==> src/design/fpa_pkg.sv <==
`default_nettype none
package fpa_pkg;

  localparam int FRAC_BITS = 8;
  localparam int WORD_BITS = 32;
  localparam int NUM_W = WORD_BITS + FRAC_BITS + 1;
  localparam int SAT_W = 2 * WORD_BITS + 2;

  typedef enum logic [3:0] {
    OP_ADD  = 4'd0,  OP_SUB  = 4'd1,  OP_MUL  = 4'd2,  OP_DIV  = 4'd3,
    OP_GT   = 4'd4,  OP_LT   = 4'd5,  OP_GE   = 4'd6,  OP_LE   = 4'd7,
    OP_EQ   = 4'd8,  OP_NE   = 4'd9,  OP_MIN  = 4'd10, OP_MAX  = 4'd11,
    OP_INC  = 4'd12, OP_DEC  = 4'd13, OP_FROM = 4'd14, OP_TOI  = 4'd15
  } op_t;

  localparam logic [1:0] ST_OK   = 2'd0;
  localparam logic [1:0] ST_OVF  = 2'd1;
  localparam logic [1:0] ST_DIVZ = 2'd2;

  typedef struct packed {
    logic                          valid;
    op_t                           op;
    logic signed [WORD_BITS-1:0]   res;
    logic                          cmp;
    logic [1:0]                    status;
    logic signed [2*WORD_BITS-1:0] prod;
    logic [NUM_W-1:0]              num;
    logic [WORD_BITS-1:0]          den;
    logic [WORD_BITS-1:0]          rem;
    logic [NUM_W-1:0]              quo;
    logic                          neg;
  } tok_t;

  typedef struct packed {
    logic signed [WORD_BITS-1:0] val;
    logic                        ovf;
  } sat_t;

  function automatic sat_t saturate(input logic signed [SAT_W-1:0] v);
    sat_t s;
    logic signed [SAT_W-1:0] hi;
    logic signed [SAT_W-1:0] lo;
    hi = SAT_W'(signed'({1'b0, {(WORD_BITS-1){1'b1}}}));
    lo = -hi - SAT_W'(1);
    s.ovf = 1'b0;
    s.val = v[WORD_BITS-1:0];
    if (v > hi) begin
      s.ovf = 1'b1;
      s.val = hi[WORD_BITS-1:0];
    end else if (v < lo) begin
      s.ovf = 1'b1;
      s.val = lo[WORD_BITS-1:0];
    end
    return s;
  endfunction

endpackage
`default_nettype wire

==> src/design/fpa_front.sv <==
`default_nettype none
module fpa_front (
  input  wire                                  clk,
  input  wire                                  rst,
  input  wire                                  en,
  input  wire                                  in_valid,
  input  wire  [3:0]                           opcode,
  input  wire  signed [fpa_pkg::WORD_BITS-1:0] operand_a,
  input  wire  signed [fpa_pkg::WORD_BITS-1:0] operand_b,
  output fpa_pkg::tok_t                        tok
);

  localparam int W = fpa_pkg::WORD_BITS;
  localparam int F = fpa_pkg::FRAC_BITS;
  localparam int S = fpa_pkg::SAT_W;

  fpa_pkg::tok_t  t;
  fpa_pkg::sat_t  s;
  fpa_pkg::op_t   op;
  logic [W-1:0]   mag_a;
  logic signed [W-1:0] bias;

  always_comb begin
    op    = fpa_pkg::op_t'(opcode);
    mag_a = operand_a[W-1] ? W'(-operand_a) : W'(operand_a);
    bias  = operand_a[W-1] ? W'((1 << F) - 1) : '0;
    s     = '0;
    t     = '0;
    t.valid = in_valid;
    t.op    = op;
    t.prod  = operand_a * operand_b;
    t.num   = {mag_a, {(F+1){1'b0}}};
    t.den   = operand_b[W-1] ? W'(-operand_b) : W'(operand_b);
    t.neg   = operand_a[W-1] ^ operand_b[W-1];
    unique case (op)
      fpa_pkg::OP_ADD:  s = fpa_pkg::saturate(S'(operand_a) + S'(operand_b));
      fpa_pkg::OP_SUB:  s = fpa_pkg::saturate(S'(operand_a) - S'(operand_b));
      fpa_pkg::OP_INC:  s = fpa_pkg::saturate(S'(operand_a) + S'(1));
      fpa_pkg::OP_DEC:  s = fpa_pkg::saturate(S'(operand_a) - S'(1));
      fpa_pkg::OP_FROM: s = fpa_pkg::saturate(S'(operand_a) <<< F);
      fpa_pkg::OP_TOI:  s.val = (operand_a + bias) >>> F;
      fpa_pkg::OP_MIN:  s.val = (operand_a > operand_b) ? operand_b : operand_a;
      fpa_pkg::OP_MAX:  s.val = (operand_a > operand_b) ? operand_a : operand_b;
      fpa_pkg::OP_GT:   t.cmp = operand_a > operand_b;
      fpa_pkg::OP_LT:   t.cmp = operand_a < operand_b;
      fpa_pkg::OP_GE:   t.cmp = operand_a >= operand_b;
      fpa_pkg::OP_LE:   t.cmp = operand_a <= operand_b;
      fpa_pkg::OP_EQ:   t.cmp = operand_a == operand_b;
      fpa_pkg::OP_NE:   t.cmp = operand_a != operand_b;
      default: ;
    endcase
    t.res    = s.val;
    t.status = s.ovf ? fpa_pkg::ST_OVF : fpa_pkg::ST_OK;
    if (op == fpa_pkg::OP_DIV && operand_b == '0) begin
      t.status = fpa_pkg::ST_DIVZ;
    end
  end

  always_ff @(posedge clk) begin
    if (rst) begin
      tok.valid <= 1'b0;
    end else if (en) begin
      tok <= t;
    end
  end

endmodule
`default_nettype wire

==> config.mk <==
export PLATFORM = sky130hd
export DESIGN_NAME = fpa_front
export DESIGN_NICKNAME = d
export VERILOG_FILES = /design/src/design/fpa_pkg.sv /design/src/design/fpa_front.sv
export SDC_FILE = /design/constraint.sdc
export NUM_CORES = 2
export LEC_CHECK = 0
export BUFFER_PORTS_ARGS = -buffer_cell sky130_fd_sc_hd__buf_2
export CAP_MARGIN = 20
export CELL_PAD_IN_SITES_DETAIL_PLACEMENT = 0
export CELL_PAD_IN_SITES_GLOBAL_PLACEMENT = 1
export CORE_UTILIZATION = 45
export CTS_CLUSTER_SIZE = 12
export DETAILED_ROUTE_END_ITERATION = 7
export GPL_ROUTABILITY_DRIVEN = 0
export PLACE_DENSITY = 0.84
export SLEW_MARGIN = 20
export SYNTH_ARGS = -nofsm -noshare
export SYNTH_HDL_FRONTEND = slang
export SYNTH_SLANG_ARGS = --single-unit
export TNS_END_PERCENT = 20
==> constraint.sdc <==
create_clock -name clk -period 10.65 [get_ports clk]
set_clock_uncertainty 0.1 [all_clocks]
set_input_delay 2.13 -clock clk [delete_from_list [all_inputs] [get_ports clk]]
set_output_delay 2.13 -clock clk [all_outputs]
set_load 0.02 [all_outputs]
# Word level (Yosys, flattened, before mapping)
# Cells that the tools add are included.
[totals]
regBits = 169
inputBits = 72
elab_cells = 74
[op_classes]
n_addsub = 7
mul = 1
n_lt_le_gt_ge = 14
eq_ne = 16
mux = 19
bitwise = 2
reduce_logical = 4
[ops]
columns = ["cell", "count"]
rows = [
  ["$mux 33", 10],
  ["$pmux 32 s8", 1],
  ["$gt 33x32->1 const B", 4],
  ["$lt 33x32->1 const B", 4],
  ["$mul 32x32->64", 1],
  ["$mux 32", 2],
  ["$neg 32->32", 2],
  ["$mux 31", 2],
  ["$gt 40x32->1 const B", 1],
  ["$lt 40x32->1 const B", 1],
  ["$add 32x2->33 const B", 1],
  ["$add 32x32->33", 1],
  ["$sub 32x2->33 const B", 1],
  ["$sub 32x32->33", 1],
  ["$add 32x9->32", 1],
  ["$eq 32x32->1", 1],
  ["$eq 4x4->1 const B", 8],
  ["$ge 32x32->1", 1],
  ["$gt 32x32->1", 1],
  ["$le 32x32->1", 1],
  ["$logic_not 32->1", 1],
  ["$lt 32x32->1", 1],
  ["$ne 32x32->1", 1],
  ["$eq 4x3->1 const B", 4],
  ["other kinds (11)", 11],
]

# Longest topological paths before layout
[logic_depth]
ltp_word = 6
depth_mapped = 32

# Least setup slack after synthesis
# No wires, ideal clock.
[synth_timing]
path_type = "input to register"
start = "input operand_a[31] (netlist bit)"
end = "register tok[207] (netlist bit) (data pin)"
setup_ns = 0.279
arrival_time_ns = 10.435
slack_ns = -0.164
stages = 25
path_buffers = 5
path_cell_list = "clkbuf_1 -> clkbuf_1 -> clkbuf_1 -> buf_1 -> nand2_1 -> inv_1 -> fa_1 -> fa_1 -> fa_1 -> fa_1 -> fa_1 -> fa_1 -> fa_1 -> fa_1 -> ha_1 -> clkbuf_1 -> nand2_1 -> or4_1 -> a211oi_1 -> o2111ai_1 -> a31oi_1 -> nand2_1 -> o21ai_0 -> nor4b_1 -> or4b_2"
[synth_lines]
columns = ["element", "line", "text"]
rows = [
  ["from (decl)", "fpa_front.sv:8", "input wire signed [fpa_pkg::WORD_BITS-1:0] operand_a,"],
  ["to (signal assigned)", "fpa_front.sv:63", "tok <= t;"],
  ["to (decl)", "fpa_front.sv:10", "output fpa_pkg::tok_t tok"],
]

==> impl_metrics.yaml <==
final_layout:
  area_of_the_multi_input_gates_sq_um: 39800
  layout-drive-gt1-share_pct: 10.3
  final_nets: 7122
  largest-register: "tok"
  top_regs: "tok x169"
  number_of_filler_cells_placed_in_the_layout: 10447
  final_core_utilization_pct: 49.4
  flip_flop_count_of_the_largest_register_after_layout: 169
  layout-area-overhead-vs-synth_pct: 8.56
  ff_latch_area_sq_um: 5060
routing:
  vias_per_cell: 5.66
  route.final.wire_length_um: 167000
  dr_total_vias: 40807
  drt_pass1_iterations: 8
  drt_drc_violations_left: 27
  antenna_violating_nets_post_route: 0
  wl_per_cell_um: 23.1
  detailedRoute.firstIterationViolations: 4573
grt:
  initial_antenna_violation_count: 11
  grt_pass1_wl_um: 257000
  track_usage_pct: 30.3
  vias_in_the_first_global_route: 42104
  pin_count_of_the_biggest_net_entering_global_routing: 60
  remaining_global_route_overflow: 0
clock_tree:
  clock_sink_count: 169
  tritoncts: "built"
  post_cts_hold_buffer_count: 0
  worst_setup_hold_path_clk_slew_ns: 0.09
  cts_max_path_buffers: 2
  tritoncts.num_buffers: 17
  ctsRootBufferMaster: "sky130_fd_sc_hd__clkbuf_16"
  post_cts_resize_count: 0
  worst_skew_pair_latency_ns: 0.53
  cts_setup_buffers: 0
  h-tree-depth: 4
die:
  design.die.area_sq_um: 113000
  io-pin-count: 323
  die_x_um: 337
  core-area_sq_um: 111000
  floorplan.rows: 122
  initial_utilization_pct: 45.5
  die_h_um: 337
yosys:
  leading_post_synthesis_cells_by_cell_area: "sky130_fd_sc_hd__fa_1, sky130_fd_sc_hd__edfxtp_1, sky130_fd_sc_hd__inv_1"
  synthFlopType: "sky130_fd_sc_hd__edfxtp_1"
  synthDistinctLibCells: 87
  synth_enable_flop_cells: 168
  synth.top_cell.area_share_pct: 43.1
  post_synth_inst_count: 5514
  synth_async_sr_flop_share_pct: 0
  avgSynthCellArea_sq_um: 9.14
  yosys_top_cell_by_area: "sky130_fd_sc_hd__fa_1"
  yosysMostFrequentCell: "sky130_fd_sc_hd__fa_1"
  yosys_register_bits: 169
  synth-warning-count: 0
  mappedNetlistArea_sq_um: 50400
  post_synth_most_frequent_cells: "sky130_fd_sc_hd__fa_1, sky130_fd_sc_hd__inv_1, sky130_fd_sc_hd__nand2_1"
  synth_seq_area_share_pct: 10.1
critical_path:
  cp_data_arrival_time_ns: 10.49
  critical-path-max-stage-delay_ns: 0.61
  critPathRequiredTime_ns: 10.84
  cpMaxStageDelayCell: "sky130_fd_sc_hd__fa_1"
  critPathCaptureType: "flop"
  criticalPathCategory: "primary input to flop"
  crit_path_start_kind: "primary input"
  worst-r2r-setup-slack_ns: 9.98
  crit_fanout: 6
  cpMostUsedCell: "sky130_fd_sc_hd__fa_1"
placement:
  input_output_buffers: 240
  dp.final_hpwl_um: 137000
hold_path:
  worst_hold_path_type: "flop to flop"
sta:
  slew_violations: 0
  post-route-min-period_ns: 10.30
  rsz0062_at_grt: "no"
  tightest_slew_ns: 1.20
  report.final.setup_viol: 0
  timing.max_slew.rel_slack_pct: 19.4
  fmax_ghz: 0.0971
  fin_crit_sh_pct: 96.7
  final_hold_viol_count: 0
status:
  violations_in_the_final_reports: "design-rule violations"
  run_status: "finished with violations"
run:
  max_cap_viol_count: 0
[cells in the final DEF, fill, tap and decap left out, drive strengths merged, types with 47 or more instances in the layout]
cell,Yosys,routed
a21oi,167,167
fa,1084,1084
xnor2,167,167
buf,122,511
inv,1036,1041
edfxtp,168,168
ha,261,261
nand2,615,615
and2,431,431
a21o,47,47
nor2,265,265
o21ai,144,144
xor2,49,49
nor3,67,67
nand3,50,50
conb,1,82
[path summary, 6_finish.rpt]
path,from,endpoint,cells past startpoint
worst min-delay path,tok[250],tok[250],2
worst max-delay path,operand_b[7],tok[207],27
worst max register to register,tok[250],tok[250],2
worst min register to register,tok[250],tok[250],2
[metrics by stage]
step	std cells	hold WS (ns)	setup WS, ns	cell area [sq um]	TNS (ns)
6_report	7216	0.391	0.350	54700	0
3_5_place_dp	7174	0.385	-0.263	54100	-0.645
5_1_grt	7213	0.425	0.0723	54700	0
4_1_cts	7206	0.402	0.266	54700	0
3_3_place_gp	7174	0.375	-0.219	54100	-0.378
2_1_floorplan	5595	0.479	0.0113	50700	0
[critical path, delay by kind of cell]
kind            cells  cell delay [ns]
compound gates      4             1.00
fa+ha+maj           9             4.20
buf+inv             8             1.33
simple gates        6             1.81
[per-layer routing]
layer	GRT usage, %	wire [um]	vias up
met2	46.7	75600	2508
li1	-	-	17295
met3	7.13	18900	478
met5	0	13	-
met4	14.0	8880	2
met1	40.4	63300	20524
[cells by family (layout without fill, tap and decap cells)]
logic type	count (synthesis)	after routing	share of synthesized area, %
and+or+nand+nor	1654	1654	16.1
AOI/OAI and AO/OA	656	656	8.69
muxes	14	14	0.281
adders and majority gates	1345	1345	49.5
buffers and inverters	1459	1582	11.5
DFF	169	169	10.1
other	1	92	0.00744
xor gates and xnor gates	216	216	3.75
[cell type report]
class,instances,area share [%]
Timing Repair Buffer,511,6.21
Clock inverter,15,0.336
Multi-Input combinational cell,3967,72.8
Clock buffer,17,0.778
Tap cell,1488,3.40
Sequential cell,169,9.26
Antenna cell,10,0.0457
Inverter,1039,7.13
Power is left out: the tool's default activity adds up to more than one toggle a clock period on the data nets, which glitch-free logic cannot reach.
