===== src/design/fpa_pkg.sv =====
`default_nettype none
package fpa_pkg;

  localparam int FRAC_BITS = 8;
  localparam int WORD_BITS = 32;
  localparam int NUM_W = WORD_BITS + FRAC_BITS + 1;
  localparam int SAT_W = 2 * WORD_BITS + 2;

  typedef enum logic [3:0] {
    OP_ADD  = 4'd0,  OP_SUB  = 4'd1,  OP_MUL  = 4'd2,  OP_DIV  = 4'd3,
    OP_GT   = 4'd4,  OP_LT   = 4'd5,  OP_GE   = 4'd6,  OP_LE   = 4'd7,
    OP_EQ   = 4'd8,  OP_NE   = 4'd9,  OP_MIN  = 4'd10, OP_MAX  = 4'd11,
    OP_INC  = 4'd12, OP_DEC  = 4'd13, OP_FROM = 4'd14, OP_TOI  = 4'd15
  } op_t;

  localparam logic [1:0] ST_OK   = 2'd0;
  localparam logic [1:0] ST_OVF  = 2'd1;
  localparam logic [1:0] ST_DIVZ = 2'd2;

  typedef struct packed {
    logic                          valid;
    op_t                           op;
    logic signed [WORD_BITS-1:0]   res;
    logic                          cmp;
    logic [1:0]                    status;
    logic signed [2*WORD_BITS-1:0] prod;
    logic [NUM_W-1:0]              num;
    logic [WORD_BITS-1:0]          den;
    logic [WORD_BITS-1:0]          rem;
    logic [NUM_W-1:0]              quo;
    logic                          neg;
  } tok_t;

  typedef struct packed {
    logic signed [WORD_BITS-1:0] val;
    logic                        ovf;
  } sat_t;

  function automatic sat_t saturate(input logic signed [SAT_W-1:0] v);
    sat_t s;
    logic signed [SAT_W-1:0] hi;
    logic signed [SAT_W-1:0] lo;
    hi = SAT_W'(signed'({1'b0, {(WORD_BITS-1){1'b1}}}));
    lo = -hi - SAT_W'(1);
    s.ovf = 1'b0;
    s.val = v[WORD_BITS-1:0];
    if (v > hi) begin
      s.ovf = 1'b1;
      s.val = hi[WORD_BITS-1:0];
    end else if (v < lo) begin
      s.ovf = 1'b1;
      s.val = lo[WORD_BITS-1:0];
    end
    return s;
  endfunction

endpackage
`default_nettype wire


===== src/design/fpa_div_cell.sv =====
`default_nettype none
module fpa_div_cell (
  input  wire            clk,
  input  wire            rst,
  input  wire            en,
  input  fpa_pkg::tok_t  tok_in,
  output fpa_pkg::tok_t  tok_out
);

  localparam int W = fpa_pkg::WORD_BITS;
  localparam int N = fpa_pkg::NUM_W;

  // One restoring step: bring down the next numerator bit and try the subtract.
  fpa_pkg::tok_t t;
  logic [W:0]    trial;
  logic [W:0]    diff;

  always_comb begin
    t     = tok_in;
    trial = {tok_in.rem, tok_in.num[N-1]};
    diff  = trial - {1'b0, tok_in.den};
    t.num = tok_in.num << 1;
    if (!diff[W]) begin
      t.rem = diff[W-1:0];
      t.quo = {tok_in.quo[N-2:0], 1'b1};
    end else begin
      t.rem = trial[W-1:0];
      t.quo = {tok_in.quo[N-2:0], 1'b0};
    end
  end

  always_ff @(posedge clk) begin
    if (rst) begin
      tok_out.valid <= 1'b0;
    end else if (en) begin
      tok_out <= t;
    end
  end

endmodule
`default_nettype wire


===== config.mk =====
export PLATFORM = sky130hd
export DESIGN_NAME = fpa_div_cell
export DESIGN_NICKNAME = d
export VERILOG_FILES = /design/src/design/fpa_pkg.sv /design/src/design/fpa_div_cell.sv
export SDC_FILE = /design/constraint.sdc
export NUM_CORES = 1
export LEC_CHECK = 0
export BUFFER_PORTS_ARGS = -buffer_cell sky130_fd_sc_hd__buf_2
export CAP_MARGIN = 20
export CORE_AREA = 2 2 196 198
export DETAILED_ROUTE_END_ITERATION = 12
export DIE_AREA = 0 0 198 200
export GPL_ROUTABILITY_DRIVEN = 0
export GPL_TIMING_DRIVEN = 0
export PLACE_DENSITY = 0.54
export SYNTH_ARGS = -nofsm -noshare
export SYNTH_HDL_FRONTEND = slang
export SYNTH_SLANG_ARGS = --single-unit

===== constraint.sdc =====
create_clock -name clk -period 19.3 [get_ports clk]
set_clock_uncertainty 0.05 [all_clocks]
set_input_delay 3.86 -clock clk [delete_from_list [all_inputs] [get_ports clk]]
set_output_delay 3.86 -clock clk [all_outputs]
set_load 0.01 [all_outputs]

## Word-level counts from Yosys, hierarchy flattened

Index checks and enable logic that the tools add are counted.

| word-level totals | value |
|---|---|
| flip-flop bits (word level) | 250 |
| bits of input ports | 254 |
| output and inout port bits | 251 |

| operators by class | value |
|---|---|
| add/sub/neg operators | 1 |
| mux-type cells | 1 |
| bitwise logic cells | 1 |
| reductions and logical operators | 1 |

Operator list:

| operator | number |
|---|---|
| two-way mux 73 bit | 1 |
| subtractor 33 x 32 -> 33 bit | 1 |
| AND reduction 2 bit | 1 |
| inverter 1 bit | 1 |

## Depth between registers and ports, before layout

Gate-level depths: netlist of the first run.

| depth | value |
|---|---|
| depth in word-level cells | 2 |
| gate-level depth with buffers | 12 |
| mapped depth without buffers | 11 |

## Worst setup path before layout of the first run

No wires, ideal clock.

| path | value |
|---|---|
| path type | in2reg |
| from | input port rst |
| to | register tok_out[0] (netlist name) (enable) |
| library setup time | 0.897 ns |
| arrival time | 14.871 ns |
| required time | 18.353 ns |
| path slack | 3.482 ns |
| stages | 1 |
| cell sequence | nor2b_1 |

| on the way | value |
|---|---|
| word-level cells in the longest chain between the ends | 2 |

RTL lines:

| what | line | text |
|---|---|---|
| start, declared | fpa_div_cell.sv:4 | `input wire rst,` |
| inverter 1 bit (no line) | - |  |
| AND reduction 2 bit (no line) | - |  |
| end signal, assigned | fpa_div_cell.sv:36 | `tok_out <= t;` |
| end, declared | fpa_div_cell.sv:7 | `output fpa_pkg::tok_t tok_out` |

No other way between the ends.
A chain may end at the register's enable or synchronous reset.

==> reports/metrics.cfg, run 1 <==
[outcome]
outcome=completed

[sta]
hold_viol=0
max_slew_margin_pct=50.8
tightest_slew_ps=737
hold-worst-slack_ps=460
finalWorstSetupSlack_ps=12650
maxClockFrequency_ghz=0.150
period_share_pct=34.5
drv_slew=0
timing.setup.tns_ps=0
grt_setup_unrepaired=false
layout_min_cycle_time_ps=6650
setup_viol=0

[synth]
syn_inst=599
ys.warnings.count=0
synth.area.top_cells=edfxtp_1 (75%), ha_1 (4.0%), mux2_4 (3.7%)
synthArstFlopShare_pct=0
yosysSeqAreaShare_pct=74.9
ys_top_cells_by_count=edfxtp_1 (249), a21oi_1 (38), inv_1 (38), ha_1 (32), nand2_1 (27)
synth-seq-cells=250
syn_avg_cell_area_um2=16.7
synthDistinctLibCells=52
synth_most_common_cell=edfxtp_1
synthesis.area_mm2=0.0100
yosys.area.top_type=edfxtp_1
synth_edf_count=249
yosys.area.top_type_share_pct=74.7
synth_nets=886
ys.flop_type=edfxtp_1

[layout]
multi_input_area_mm2=0.00231
top_register=tok_out
layout.nets=1427
largest_register_ffs=250
reg_top3=tok_out (250)
seqCellArea_mm2=0.00750
syn_to_final_growth_pct=43.2
fillers=3635
utilization_pct=38.3
drive_above_1_share_pct=51.2

[floorplan]
start_util_pct=26.8
die-area_mm2=0.0396
rows=71
die_w_um=198
coreArea_mm2=0.0374
die_y_um=200
num_io_pins=505

[power_and_ir_drop]
cellPowerDensity_mw_per_mm2=99.1
power.leakage_uw=0.00620
p_clk_share_pct=39.2
vdd.ir_drop.worst_mv=0.0633
combPwrFrac_pct=14.8
pwr-share-seq_pct=46.0
switching_power_uw=352
power.total_uw=1420
p_sw_share_pct=24.8
p_int_uw=1070

[place]
dp_slack_ps=11980
io_buffer_count=502
dp.final_hpwl_um=27800

[routing]
first_iter_violations=268
drcViolationCount=0
drt_wl_total_um=34200
num_vias=7251
ant_nets=0
drt-vias-per-instance=4.31
dr.pass1.iters=6
wire_per_inst_um=20.3

[grt]
grt_pass1_vias=7102
gr-usage-all-layers_pct=16.1
grt_pass1_wl_um=46600
grt_max_degree=36
overflow=0
antenna_found_initial=18

[clock_network]
numCtsBuffers=29
clk_latency_ps=570
clk_path_buf_depth=3
root_buffer=clkbuf_16
cts_tree=done
clkSinkCount=250
cts.clk_slew.worst_paths_ps=60
cts_setup_buffers=0
post_cts_resized=0
hold_buffers=0
htree_levels=1

[worst_hold_path]
hold_path_class=reg -> reg
min-delay-start=tok_out[250]

[setup_path]
cp-start-kind=primary input
cp-end-kind=flop
crit_path_start=tok_in[74]
crit_arrival_ps=6910
worstSetupPathType=in -> reg
crit_required_ps=19560
r2r-start=tok_out[250]
path_max_fanout=10

[flow_run]
max_cap_viol_count=0

logic make-up after synthesis:
family,count (synthesis),share of synthesized area [%]
xor+xnor,23,2.01
flops,250,74.9
compound gates,107,6.83
buf+inv,50,2.17
mux,34,4.68
simple gates,101,5.21
other cells,1,0.0374
fa+ha+maj,33,4.20
area by class of cell:
type,instances,share of cell area [%]
Antenna cell,10,0.175
Buffer,12,0.524
Clock buffer,32,5.14
Clock inverter,22,1.63
Inverter,38,0.995
Multi-Input combinational cell,299,16.1
Sequential cell,250,52.3
Tap cell,511,4.46
Timing Repair Buffer,510,18.7
cell usage in the layout, fill, tap and decap left out, drive strengths merged, types with 8 or more instances in the layout:
| cell type | n |
|---|---|
| a21o | 18 |
| a21oi | 39 |
| buf | 516 |
| clkbuf | 38 |
| clkinv | 14 |
| diode | 10 |
| edfxtp | 249 |
| ha | 32 |
| inv | 39 |
| mux2 | 28 |
| nand2 | 27 |
| nand2b | 8 |
| nand3 | 10 |
| nor2 | 20 |
| o21ai | 18 |
| xnor2 | 13 |
| xor2 | 10 |
power by group through the flow:
stage,clock network (µW),registers (µW),logic [µW]
after floorplan,0,697,89.7
after detailed placement,0,665,214
final,558,654,210
after global routing,594,658,230
after CTS,574,654,214
after global placement,0,678,208
critical path: stages:
cell and delay [ps]:
buf_2 110, ha_1 220, fa_1 410, nand2b_1 190, a21oi_1 240, o211ai_1 180
a21oi_1 400, o31a_2 260, mux2i_1 90, nor2_2 370, buf_6 250, mux2_4 320
through the flow:
| step | cell area, µm² | cells |
|---|---|---|
| floorplan | 10000 | 599 |
| finish | 14300 | 1684 |
| CTS | 14300 | 1674 |
| global route | 14300 | 1678 |
| detailed placement | 13300 | 1620 |
| global placement | 13200 | 1612 |
layer usage:
metal,track usage [%],part of all wire (%),up-vias
met5,0,0.33,-
met4,5.01,3.1,14
met3,6.08,8.9,68
met2,27.6,49,308
met1,18.7,39,3476
li1,-,-,3385
worst paths after layout:
path,end,slack [ps],cells past startpoint
worst max-delay path,tok_out[68],12650,12
worst min register to register,tok_out[250],460,2
worst max register to register,tok_out[250],18670,2
worst min-delay path,tok_out[250],460,2
Note: power is estimated with default switching activity, not from simulation.
==> run 2: changes to the inputs <==
PLACE_DENSITY = 0.56   (was 0.54)
clock period = 5.6 ns   (was 19.3 ns; I/O delays follow)
==> run 2 against run 1 <==
Against the previous run: combinational power grew to 3.4 times the previous value; power increased to 3.4 times the previous value; worst hold slack improved by 6.2 ps; largest power group unchanged; highest routed layer unchanged.
==> reports/metrics.cfg, run 2 (synthesized netlist as in run 1, its figures left out) <==
[outcome]
outcome=completed  ; unchanged

[power_and_ir_drop]
power.leakage_uw=0.00615  ; was 0.00620 µW
cellPowerDensity_mw_per_mm2=335  ; was 99.1 mW/mm²
power.total_uw=4770  ; was 1420 µW
vdd.ir_drop.worst_mv=0.335  ; was 0.0633 mV

[clock_network]
cts_setup_buffers=0  ; unchanged
hold_buffers=0  ; unchanged
root_buffer=clkbuf_16  ; unchanged
clk_latency_ps=560  ; was 570 ps
post_cts_resized=0  ; unchanged
cts_tree=done  ; unchanged
clk_path_buf_depth=3  ; unchanged
clkSinkCount=250  ; unchanged
htree_levels=1  ; unchanged
numCtsBuffers=29  ; unchanged
cts.clk_slew.worst_paths_ps=60  ; about the same

[sta]
layout_min_cycle_time_ps=3880
grt_setup_unrepaired=false  ; unchanged
finalWorstSetupSlack_ps=1720  ; was 12,650 ps
maxClockFrequency_ghz=0.258
tightest_slew_ps=911  ; was 737 ps
timing.setup.tns_ps=0  ; unchanged
hold-worst-slack_ps=467  ; was 460 ps
hold_viol=0  ; unchanged
drv_slew=0  ; unchanged
setup_viol=0  ; unchanged
max_slew_margin_pct=39.2  ; was 50.8%
period_share_pct=69.3

[routing]
num_vias=7243  ; was 7,251
drcViolationCount=0  ; unchanged
wire_per_inst_um=19.5  ; was 20.3 µm
drt-vias-per-instance=4.32  ; was 4.31
first_iter_violations=192  ; was 268
drt_wl_total_um=32700  ; was 34,200 µm
ant_nets=0  ; unchanged
dr.pass1.iters=4  ; was 6

[floorplan]
num_io_pins=505  ; unchanged
die_w_um=198  ; unchanged
coreArea_mm2=0.0374  ; unchanged
die_y_um=200  ; unchanged
die-area_mm2=0.0396  ; unchanged
rows=71  ; unchanged
start_util_pct=26.8  ; unchanged

[flow_run]
max_cap_viol_count=0  ; unchanged

[layout]
layout.cells.non_filler=1677  ; was 1,684
layout.nets=1426  ; was 1,427
final_common_cell=buf_2  ; unchanged
top_register=tok_out  ; unchanged
syn_to_final_growth_pct=42.1  ; was 43.2%
layout_common_cells=buf_2 (504), edfxtp_1 (249), inv_1 (38), a21oi_1 (38), ha_1 (32)  ; unchanged
largest_register_ffs=250  ; unchanged
reg_top3=tok_out (250)  ; unchanged
drive_above_1_share_pct=51.1  ; was 51.2%
fillers=3624  ; was 3,635

[place]
dp_slack_ps=999  ; was 11,980 ps
dp.final_hpwl_um=26400  ; was 27,800 µm
io_buffer_count=502  ; unchanged
placed_cells=1619  ; was 1,620

[grt]
grt_pass1_vias=7225  ; was 7,102
grt_max_degree=36  ; unchanged
antenna_found_initial=17  ; was 18
grt_pass1_wl_um=44900  ; was 46,600 µm
gr-usage-all-layers_pct=15.4  ; was 16.1%
overflow=0  ; unchanged

[setup_path]
cp-end-kind=flop  ; unchanged
worstSetupPathType=in -> reg  ; unchanged
cp-start-kind=primary input  ; unchanged
path_max_fanout=10  ; unchanged
crit_arrival_ps=4150  ; was 6910 ps
r2r_cells=2  ; unchanged
crit_required_ps=5870  ; was 19,560 ps

[worst_hold_path]
whs_path_depth=2  ; unchanged
hold_path_class=reg -> reg  ; unchanged

[run 2: cell types whose count changed in the layout (fill, tap and decap cells not counted), sizes merged]
cell	delta
diode	-3
clkinvlp	+1
buf	-1
bufinv	-2
inv	+1
clkinv	-5
clkbuf	+2
[run 2: worst paths after layout]
check	start	endpoint	slack, ps
max	tok_in[74]	tok_out[47]	1720
min	tok_out[250]	tok_out[250]	470
max reg2reg	tok_out[250]	tok_out[250]	4950
min reg2reg	tok_out[250]	tok_out[250]	470
[run 2: worst max-delay path, cell delays in order]
cell      delay, ps
buf_2           110
ha_1            220
fa_1            410
nand2b_1        190
a21oi_1         250
o211ai_1        170
a21oi_1         380
o31a_2          250
mux2i_1          90
nor2_2          370
buf_6           250
mux2_4          320
[run 2: stage by stage]
stage               util (%)  instance area [µm²]
floorplan                  -                10000
global placement        35.2                13200
detailed placement      35.6                13300
CTS                     38.0                14200
global route            38.0                14200
finish                  38.1                14200
[run 2: cell type report]
class / count / area (µm²) / share of cell area (%)
repair buffers: 509 / 2650 / 18.6
plain buffers: 12 / 75.1 / 0.527
clock buffers: 34 / 744 / 5.23
inverters: 38 / 143 / 1.00
multi-input cells: 299 / 2310 / 16.2
diodes: 7 / 17.5 / 0.123
clock inverters: 17 / 156 / 1.10
well taps: 511 / 639 / 4.49
flip-flops and latches: 250 / 7500 / 52.7
[run 2: layer usage]
metal  routed length [µm]  GRT usage (%)  vias to the layer above
met4                 1020           4.65                       20
li1                     -              -                     3371
met3                 2720           5.91                       71
met1                12300           16.9                     3506
met2                16600           27.5                      275
met5                  127              0                        -
[run 2: power by group]
part | total (µW) | switching [µW] | internal (µW)
registers | 2250 | 31.7 | 2220
logic | 716 | 391 | 325
clock network | 1800 | 763 | 1040
==> run 3: changes to the inputs <==
ABC_AREA = 1   (was default)
CORE_AREA = 2 2 195 197   (was 2 2 196 198)
DIE_AREA = 0 0 197 199   (was 0 0 198 200)
PLACE_DENSITY = 0.58   (was 0.56)
clock period = 3.16 ns   (was 5.6 ns; I/O delays follow)
==> run 3 against run 2 <==
Against the previous run: power up 80%; global-route usage up 4.3 points; non-clock buffer count down 3; register-to-register slack worse by 2500 ps; critical path type unchanged; largest power group unchanged; highest routed layer unchanged.
==> reports/metrics.cfg, run 3 <==
[setup_path]
crit_required_ps=3420  ; was 5870 ps
path_buf_inv=3  ; was 2
worstSetupPathType=in -> reg  ; unchanged
worst-r2r-setup-slack_ps=2480  ; was 4950 ps
r2r-start=tok_out[250]  ; unchanged
r2r_cells=2  ; unchanged
cp-end-kind=flop  ; unchanged
worstReg2RegEnd=tok_out[250]  ; unchanged
cp-start-kind=primary input  ; unchanged
cpMaxStageDelayCell=fa_1  ; unchanged
path_max_fanout=10  ; unchanged
slowest_delay_ps=410  ; about the same
crit_arrival_ps=2670  ; was 4150 ps
crit_chain=buf_2 > ha_1 > fa_1 > inv_1 > nand2_1 > nand2_1 > nand3_1 > nand2_2 > nand2_2 > nand2_2 > nand2_2 > nand3_1 > nand2_4 > buf_6 > nand2_1 > nand2_1  ; was buf_2 > ha_1 > fa_1 > nand2b_1 > a21oi_1 > o211ai_1 > a21oi_1 > o31a_2 > mux2i_1 > nor2_2 > buf_6 > mux2_4
crit_family=simple AND/OR/NAND/NOR gates  ; was compound AO/OA/AOI/OAI gates

[power_and_ir_drop]
power.total_uw=8580  ; was 4770 µW
p_sw_share_pct=26.6  ; was 24.8%
switching_power_uw=2280  ; was 1190 µW
p_int_uw=6300  ; was 3590 µW
p_clk_share_pct=37.8  ; about the same
power.leakage_uw=0.00721  ; was 0.00615 µW
vdd.ir_drop.worst_mv=0.319  ; was 0.335 mV
cellPowerDensity_mw_per_mm2=572  ; was 335 mW/mm²
combPwrFrac_pct=15.7  ; was 15.0%
pwr-share-seq_pct=46.5  ; was 47.2%

[sta]
maxClockFrequency_ghz=0.415
grt_setup_unrepaired=false  ; unchanged
hold-worst-slack_ps=194  ; was 467 ps
timing.setup.tns_ps=0  ; unchanged
layout_min_cycle_time_ps=2410
hold_viol=0  ; unchanged
tightest_slew_ps=663  ; was 911 ps
finalWorstSetupSlack_ps=748  ; was 1720 ps
period_share_pct=76.3
drv_slew=0  ; unchanged
max_slew_margin_pct=55.7  ; was 39.2%
setup_viol=0  ; unchanged

[grt]
busiest_layer=met2  ; unchanged
use_met2_pct=34.3  ; was 27.5%
overflow=0  ; unchanged
antenna_found_initial=21  ; was 17
grt_max_degree=37  ; was 36
met3_usage_pct=7.92  ; was 5.91%
grt_pass1_vias=8487  ; was 7,225
use_met1_pct=22.0  ; was 16.9%
grt_pass1_wl_um=55500  ; was 44,900 µm
gr-usage-all-layers_pct=19.6  ; was 15.4%

[clock_network]
clk_path_buf_depth=3  ; unchanged
clk_latency_ps=550  ; was 560 ps
clkSinkCount=250  ; unchanged
root_buffer=clkbuf_16  ; unchanged
hold_buffers=0  ; unchanged
cts.clk_slew.worst_paths_ps=60  ; about the same
numCtsBuffers=29  ; unchanged
htree_levels=1  ; unchanged
cts_tree=done  ; unchanged
post_cts_resized=0  ; unchanged
cts_setup_buffers=0  ; unchanged

[layout]
largest_register_ffs=250  ; unchanged
utilization_pct=40.4  ; was 38.1%
reg_top3=tok_out (250)  ; unchanged
layout.nets=1769  ; was 1,426
fillers=3692  ; was 3,624
syn_to_final_growth_pct=39.6  ; was 42.1%
final_common_cell=buf_2  ; unchanged
multi_input_area_mm2=0.00258  ; was 0.00231 mm²
drive_above_1_share_pct=39.1  ; was 51.1%
top_register=tok_out  ; unchanged
layout_common_cells=buf_2 (502), nand2_1 (329), edfxtp_1 (249), inv_1 (157), nor2_1 (38)  ; was buf_2 (504), edfxtp_1 (249), inv_1 (38), a21oi_1 (38), ha_1 (32)
seqCellArea_mm2=0.00750  ; unchanged

[routing]
drt-vias-per-instance=4.40  ; was 4.32
wire_per_inst_um=20.4  ; was 19.5 µm
drt_wl_total_um=40500  ; was 32,700 µm
num_vias=8739  ; was 7,243
ant_nets=0  ; unchanged
drcViolationCount=0  ; unchanged
first_iter_violations=600  ; was 192
dr.pass1.iters=5  ; was 4

[worst_hold_path]
hold_path_class=in -> reg  ; was reg -> reg
hold_path_end=tok_out[111]  ; was tok_out[250]
whs_path_depth=1  ; was 2
min-delay-start=tok_in[110]  ; was tok_out[250]

[outcome]
outcome=completed  ; unchanged

[synth]
synthesis.area_mm2=0.0107  ; was 0.0100 mm²
ys_top_cells_by_count=nand2_1 (329), edfxtp_1 (249), inv_1 (158), nor2_1 (39), ha_1 (32)  ; was edfxtp_1 (249), a21oi_1 (38), inv_1 (38), ha_1 (32), nand2_1 (27)
yosysSeqAreaShare_pct=69.8  ; was 74.9%
yosys.area.top_type=edfxtp_1  ; unchanged
synth-compound-area-share_pct=1.91  ; was 6.83%
synth-seq-cells=250  ; unchanged
synthDistinctLibCells=28  ; was 52
synth_fa_ha_area_share_pct=3.91  ; was 4.20%
synth_nets=1227  ; was 886
syn_avg_cell_area_um2=11.4  ; was 16.7 µm²
synth_xor_xnor_area_share_pct=1.22  ; was 2.01%
synthArstFlopShare_pct=0  ; unchanged
yosys.area.top_type_share_pct=69.6  ; was 74.7%
ys.flop_type=edfxtp_1  ; unchanged
synth_most_common_cell=nand2_1  ; was edfxtp_1
synth.area.top_cells=edfxtp_1 (70%), nand2_1 (11%), inv_1 (5.5%)  ; was edfxtp_1 (75%), ha_1 (4.0%), mux2_4 (3.7%)
syn_inst=940  ; was 599
synth_edf_count=249  ; unchanged
ys.warnings.count=0  ; unchanged
synth_top_family_by_area=simple AND/OR/NAND/NOR gates  ; was compound AO/OA/AOI/OAI gates
yosys.area_share.simple_pct=16.8  ; was 5.21%
muxShareOfSynthArea_pct=0  ; was 4.68%

[flow_run]
max_cap_viol_count=0  ; unchanged

[place]
dp_slack_ps=173  ; was 999 ps
io_buffer_count=502  ; unchanged
dp.final_hpwl_um=33300  ; was 26,400 µm

[floorplan]
num_io_pins=505  ; unchanged
die_w_um=197  ; was 198 µm
start_util_pct=28.9  ; was 26.8%
die_y_um=199  ; was 200 µm
coreArea_mm2=0.0371  ; was 0.0374 mm²
rows=71  ; unchanged
die-area_mm2=0.0392  ; was 0.0396 mm²

## run 3: cell types whose count changed after synthesis, sizes merged, moves of 12 or more
| cell | delta |
|---|---|
| mux2 | -28 |
| nand2 | +320 |
| xnor2 | -12 |
| a21oi | -13 |
| nand3 | +21 |
| o21ai | -18 |
| a21o | -18 |
| nor2 | +20 |
| inv | +122 |
## run 3: metrics by stage
step / instances / instance area, µm²
finish: 1988 / 15000
floorplan: 940 / 10800
CTS: 1979 / 15000
global route: 1981 / 15000
detailed placement: 1925 / 14100
global placement: 1916 / 13900
## run 3: worst reg2reg max path: stages, from the launching register on
cell,delay (ps)
dfxtp_1,380
nand2_1,70
a21oi_1,110
## run 3: power groups by stage
stage	clock network (µW)	logic (µW)	registers [µW]
after detailed placement	0	1360	4060
after floorplan	0	557	4210
final	3240	1350	3990
after global routing	3440	1480	4010
after CTS	3330	1370	3990
after global placement	0	1320	4080
## run 3: how the worst max path moves through the flow
stage	startpoint	endpoint	slack (ps)	cells past startpoint
detailed placement	tok_in[74]	tok_out[59]	170	16
CTS	tok_in[74]	tok_out[59]	770	16
global route	tok_in[146]	tok_out[60]	590	17
floorplan	en	tok_out[0]	-1630	2
global placement	en	tok_out[238]	-3480	3
finish	tok_in[74]	tok_out[61]	750	16
## run 3: cell type report
class / count / area share, %
clock buffers: 34 / 4.96
multi-input cells: 523 / 17.2
plain buffers: 7 / 0.534
flip-flops and latches: 250 / 50.0
well taps: 474 / 3.95
clock inverters: 20 / 1.09
inverters: 160 / 4.09
repair buffers: 511 / 18.1
diodes: 9 / 0.150
## run 3: cell families after synthesis
| group | after synthesis |
|---|---|
| other | 1 |
| AOI/OAI and AO/OA | 33 |
| adders and majority gates | 33 |
| buffers and inverters | 167 |
| xor gates and xnor gates | 15 |
| and+or+nand+nor | 441 |
| DFF | 250 |
## run 3: metal layers
metal / wire [µm] / part of all wire (%)
met1: 14700 / 36
met2: 20100 / 50
met3: 4550 / 11
met4: 996 / 2.5
met5: 155 / 0.38
